===== config.mk =====
export PLATFORM = sky130hd
export DESIGN_NAME = oomq_cell
export DESIGN_NICKNAME = d
export VERILOG_FILES = /design/src/rtl/oomq_pkg.sv /design/src/rtl/oomq_cell.sv
export SDC_FILE = /design/constraint.sdc
export NUM_CORES = 1
export LEC_CHECK = 0
export ABC_AREA = 0
export BUFFER_PORTS_ARGS = -buffer_cell sky130_fd_sc_hd__buf_2
export CAP_MARGIN = 20
export CORE_AREA = 2 2 137 139
export CTS_CLUSTER_DIAMETER = 30
export DETAILED_ROUTE_END_ITERATION = 7
export DIE_AREA = 0 0 139 141
export PLACE_DENSITY = 0.74
export SLEW_MARGIN = 20
export SYNTH_ARGS = -nofsm -noshare
export SYNTH_HDL_FRONTEND = slang
export SYNTH_SLANG_ARGS = --single-unit

===== constraint.sdc =====
create_clock -name clk -period 4.14 [get_ports clk]
set_clock_uncertainty 0.15 [all_clocks]
set_input_delay 0.828 -clock clk [delete_from_list [all_inputs] [get_ports clk]]
set_output_delay 0.828 -clock clk [all_outputs]
set_load 0.01 [all_outputs]

===== src/rtl/oomq_pkg.sv =====
// shared types and constants for the oldest-or-max queue
`timescale 1ns / 1ps

package oomq_pkg;

    localparam int DEFAULT_CAPACITY = 64;
    localparam int VALUE_W          = 32;
    localparam int ID_W             = 32;
    localparam int FUNC_W           = 2;
    localparam int STATUS_W         = 2;

    localparam logic [FUNC_W-1:0] FN_INSERT  = 2'd0;
    localparam logic [FUNC_W-1:0] FN_OLDEST  = 2'd1;
    localparam logic [FUNC_W-1:0] FN_LARGEST = 2'd2;

    localparam logic [STATUS_W-1:0] STAT_OK    = 2'd0;
    localparam logic [STATUS_W-1:0] STAT_EMPTY = 2'd1;
    localparam logic [STATUS_W-1:0] STAT_FULL  = 2'd2;
    localparam logic [STATUS_W-1:0] STAT_UNUSED = 2'd3;

    typedef struct packed {
        logic                      valid;
        logic [ID_W-1:0]           id;
        logic signed [VALUE_W-1:0] value;
    } entry_t;

    typedef struct packed {
        logic                      has;
        logic [ID_W-1:0]           id;
        logic signed [VALUE_W-1:0] value;
    } cand_t;

    typedef struct packed {
        logic ins;
        logic shift;
    } cell_ctl_t;

    typedef enum logic [1:0] {
        S_IDLE,
        S_SWEEP,
        S_DONE
    } state_t;

endpackage


===== src/rtl/oomq_cell.sv =====
// one storage cell of the queue chain with its stage of the max sweep
`timescale 1ns / 1ps

module oomq_cell
    import oomq_pkg::*;
#(
    parameter int IDX_W = 6,
    parameter int INDEX = 0
)
(
    input  logic                      clk,
    input  logic                      rst_n,
    input  cell_ctl_t                 ctl,
    input  logic [IDX_W-1:0]          shift_idx,
    input  logic [ID_W-1:0]           ins_id,
    input  logic signed [VALUE_W-1:0] ins_value,
    input  logic                      prev_valid,
    input  entry_t                    next_entry,
    output entry_t                    entry,
    input  logic                      tok_in,
    input  cand_t                     cand_in,
    input  logic [IDX_W-1:0]          cand_idx_in,
    output logic                      tok_out,
    output cand_t                     cand_out,
    output logic [IDX_W-1:0]          cand_idx_out
);

    logic                      valid_reg, valid_next;
    logic [ID_W-1:0]           id_reg, id_next;
    logic signed [VALUE_W-1:0] value_reg, value_next;
    logic                      tok_reg;
    cand_t                     cand_reg, cand_next;
    logic [IDX_W-1:0]          cidx_reg, cidx_next;
    logic                      ins_here;
    logic                      shift_here;
    logic                      take;

    assign ins_here   = ctl.ins && !valid_reg && prev_valid;
    assign shift_here = ctl.shift && (IDX_W'(INDEX) >= shift_idx);

    always_comb
    begin
        valid_next = valid_reg;
        id_next    = id_reg;
        value_next = value_reg;
        if (ins_here)
        begin
            valid_next = 1'b1;
            id_next    = ins_id;
            value_next = ins_value;
        end
        else if (shift_here)
        begin
            valid_next = next_entry.valid;
            id_next    = next_entry.id;
            value_next = next_entry.value;
        end
    end

    // strictly greater keeps the older entry on a tie
    assign take = tok_in && valid_reg && (!cand_in.has || (value_reg > cand_in.value));

    always_comb
    begin
        cand_next = cand_in;
        cidx_next = cand_idx_in;
        if (take)
        begin
            cand_next = '{has: 1'b1, id: id_reg, value: value_reg};
            cidx_next = IDX_W'(INDEX);
        end
    end

    always_ff @(posedge clk or negedge rst_n)
    begin
        if (!rst_n)
        begin
            valid_reg <= 1'b0;
            tok_reg   <= 1'b0;
        end
        else
        begin
            valid_reg <= valid_next;
            tok_reg   <= tok_in;
        end
    end

    always_ff @(posedge clk)
    begin
        id_reg    <= id_next;
        value_reg <= value_next;
        cand_reg  <= cand_next;
        cidx_reg  <= cidx_next;
    end

    assign entry        = '{valid: valid_reg, id: id_reg, value: value_reg};
    assign tok_out      = tok_reg;
    assign cand_out     = cand_reg;
    assign cand_idx_out = cidx_reg;

endmodule


## Word level (Yosys, flattened, before mapping)

Cells that the tools add are included.

| word-level totals | value |
|---|---|
| register bits after elaboration | 137 |
| input bits | 212 |
| output and inout port bits | 137 |
| word-level logic and storage cells | 26 |

| operators by class | value |
|---|---|
| magnitude comparators | 2 |
| mux-type cells | 7 |
| reduce and logical (&&, ||, !) cells | 9 |

Operators by type and width:

| cell | count |
|---|---|
| 32-bit 2-to-1 mux | 4 |
| 64-bit 2-to-1 mux | 1 |
| 32-bit greater-than comparator | 1 |
| 1-bit by 6-bit greater-or-equal comparator with 1-bit output, first input constant | 1 |
| 1-bit logical AND | 5 |
| 1-bit zero test | 2 |
| 1-bit 2-to-1 mux | 2 |
| 2-bit nonzero test | 1 |
| 1-bit logical OR | 1 |

## Depth between registers and ports, before layout

| logic depth | value |
|---|---|
| depth in word-level cells | 4 |
| mapped depth | 10 |
| gate-level depth less buffers | 9 |

## Least setup slack after synthesis

Ideal clock, no wire load.

| path | value |
|---|---|
| kind | input -> register |
| start point | in prev_valid |
| end point | reg id_reg[0] (enable) |
| setup time | 0.689 ns |
| data arrival time | 2.743 ns |
| data required time | 3.301 ns |
| setup slack | 0.557 ns |
| stages on the path | 4 |
| path buffers | 2 |
| cells stage by stage | nand3b_1 > clkbuf_1 > clkbuf_1 > nand2_1 |

| on the way | value |
|---|---|
| cells in the longest elaborated chain, start to end | 2 |

Ends and longest elaborated chain:

| what | RTL line | text |
|---|---|---|
| start, declared | oomq_cell.sv:17 | `input logic prev_valid,` |
| 1-bit logical AND | oomq_cell.sv:38 | `assign ins_here = ctl.ins && !valid_reg && prev_valid;` |
| 2-bit nonzero test (no line) | - |  |
| end signal, assigned | oomq_cell.sv:90 | `id_reg <= id_next;` |
| end, declared | oomq_cell.sv:29 | `logic [ID_W-1:0] id_reg, id_next;` |

Every way passes these cells.
A chain may end at the register's enable or synchronous reset.

==> results.md <==
- N_diodes: 0
- Row cnt: 50
- WHS: 55.22 ps
- Leak Pwr: ~4.3 nW
- Crit-path cells: buf_2 > inv_1 > ha_1 > nand4_1 > nor4_2 > a31oi_1 > a21oi_1 > nand3_4 > buf_12 > mux2_4
- DRC: 0
- Peak supply drop: 0.2652 mV
- Grt total ovfl: 0
- Crit end category: flop
- Post-DP HPWL: 13390 um
- CTS clk-pin slew, worst paths: 60 ps
- Setup TNS Final: 0 ps
- FF+latch area: 3393 sq um
- Final instance area: around 8700 sq um
- Register bit total from synthesis: 137
- Clock Latency Late Sink: 410 ps
- Crit start category: primary input
- Avg Inst Size Synth: 14.70 sq um
- Final Max Tran Viols: 0
- Cts hold-fix bufs: 0
- Worst R2R Path Depth: 8
- Number of I/O pins: 349
- Post-synth cell types: 35
- Initial antenna violation count: 0
- Fin crit period: 3302 ps
- IO Port Bufs: 348
- CTS max path bufs: 2
- Total Wirelength: 17000 um
- Final Setup Violations: 0
- Kind of critical path: primary input to flop
- Post_cts resized: 0
- Clk sink count: 137
- Final Hold Violating Endpoints: 0
- Die Wd: about 140 um
- Clock root buffer: clkbuf_16
- Pwr/cell area: approximately 440 nW/um^2
- F_max: 302.9 MHz
- Max-Cap Viols: 0
- Vias: 4572
- FFs w/ async S/R, synth: 0.01460
- Slew margin rel.: 0.3795
- Max FFs per register: 65
- Post-synth EDFFs: 64
- Register area share after synthesis: 0.5535
- H-tree Lvls: 4
- Cell Area, Placed: slightly above 8000 sq um
- WL/cell: approximately 17 um
- Largest net degree at the start of global routing: 65
- Power, Total: 0.003850 W
- Die area: 19600 sq um
- GPL Wtd Cong: 0.8230
- DIE HEIGHT: roughly 140 um
- Setup bufs post-CTS: 0
- Critical path fanouts, max: 28
- Outcome: completed
- Final Cycle Share: 0.7975
- Core ar.: 18270 sq um
- Hold Crit Class: primary input to async pin
- Critical path's largest stage delay: 560 ps
- Synth Net Count: between 600 and 700
- RSZ-0062 raised after global routing: false
- ANT nets after route: 0
- Total GRT Usage: 0.1683
- NumNets Final: 1018
- Initial Util: 0.3356
- Vias per cell: 4.478
- Post-Synthesis Cell Area: between 6000 and 7000 sq um
- Yosys warning count: 0
- Inserted Clock Buffers: 17
- Crit path DAT: between 3000 and 4000 ps
- Post-synth top flop: dfxtp_1
- CP Data Required Time: 4290 ps
- Worst Max-Slew Pin Slew: between 900 and 1000 ps
- Multi-input gate area: between 2000 and 2500 sq um
- Crit path max-delay cell type: nor4_2
- DR iter-0 viols: 141
- Layout cells sized above 1: 0.6557
- P&R area growth vs syn: 42.22%
- First-pass GRT wire length: about 25000 um
- Fillers: 1659
- Post-Syn Instances: about 420
- CTS tree: yes
- Vias in the first global route: about 4700
- Pre-antenna DRT Iters: 4
## final timing paths
check                                    from  slack, ps      endpoint
worst min-delay path                    rst_n         60       tok_out
worst max register to register  value_reg[31]        860  cand_out[53]
max in group asynchronous               rst_n       3670     valid_reg
min in group clk                   id_reg[28]        350  cand_out[60]
worst min register to register     id_reg[28]        350  cand_out[60]
worst max-delay path              cand_in[31]        840  cand_out[53]
## power by group
group          switching, W  total (W)  internal [W]
combinational      0.000315   0.000702      0.000386
clock              0.000602    0.00155      0.000952
sequential        0.0000448    0.00159       0.00155
total              0.000962    0.00385       0.00289
## final cells by class
type | count | share of cell area
timing repair buffer | 353 | 0.2069
clock buffer | 18 | 0.04922
multi-input combinational | 227 | 0.2856
sequential | 137 | 0.3892
clock inverter | 14 | 0.01923
inverter | 38 | 0.01636
tap | 234 | 0.03358
## placed cells by master (no fill, tap or decap), types with 2 or more instances in the layout
| cell | Yosys | routed |
|---|---|---|
| buf_2 | 0 | 348 |
| dfxtp_1 | 71 | 71 |
| mux2_2 | 64 | 64 |
| mux2_4 | 64 | 64 |
| edfxtp_1 | 64 | 64 |
| inv_1 | 38 | 38 |
| ha_1 | 32 | 32 |
| clkbuf_16 | 0 | 17 |
| a21oi_1 | 13 | 13 |
| nor2_1 | 10 | 10 |
| nand4_1 | 8 | 8 |
| nand3_1 | 6 | 6 |
| nand2_1 | 6 | 5 |
| clkinv_2 | 0 | 4 |
| inv_6 | 0 | 4 |
| a21boi_0 | 3 | 3 |
| bufinv_16 | 0 | 3 |
| buf_4 | 1 | 3 |
| o21a_1 | 2 | 2 |
| a21o_1 | 2 | 2 |
| buf_12 | 0 | 2 |
| dfrtp_1 | 2 | 2 |
## worst max-delay path, delay by kind of cell
kind            cells  cell delay [ps]
simple gates        3             1030
mux                 1              320
buf+inv             3              420
fa+ha+maj           1              340
compound gates      2              480
## routing by layer
metal	share of wire	GRT usage	up-vias
met2	0.51	0.2956	177
met1	0.42	0.2000	2160
met4	0.013	0.04891	0
met5	0	0	-
li1	-	-	2221
met3	0.061	0.05061	14
## cell usage after synthesis, types with 2 or more instances
cell | count | share of area
inv_1 | 38 | 0.023
nand2_1 | 6 | 0.0037
nor2_1 | 10 | 0.0061
nand3_1 | 6 | 0.0049
mux2_2 | 64 | 0.12
edfxtp_1 | 64 | 0.31
mux2_4 | 64 | 0.16
dfrtp_1 | 2 | 0.0082
o21a_1 | 2 | 0.0024
buf_6 | 7 | 0.013
ha_1 | 32 | 0.065
dfxtp_1 | 71 | 0.23
a21oi_1 | 13 | 0.011
clkbuf_1 | 7 | 0.0043
nand4_1 | 8 | 0.0082
a21boi_0 | 3 | 0.0037
a21o_1 | 2 | 0.0024
## cells by family (layout without fill, tap and decap cells)
family,count (synthesis),in the layout,share of synthesized area
AO/OA/AOI/OAI,28,28,0.02939
adder cells (fa/ha/maj),32,32,0.06531
buffers and inverters,53,423,0.04164
flip-flops,137,137,0.5535
multiplexers,129,129,0.2759
AND/OR/NAND/NOR,38,38,0.03429
## per-stage QoR
step	setup WS [ps]	util	std cells
floorplan	557.3	-	417
global placement	556.5	0.4447	989
detailed placement	398.4	0.4447	989
CTS	853.4	0.4773	1021
global route	687.3	0.4773	1021
finish	838.5	0.4773	1021
(Power assumes the default switching activity.)
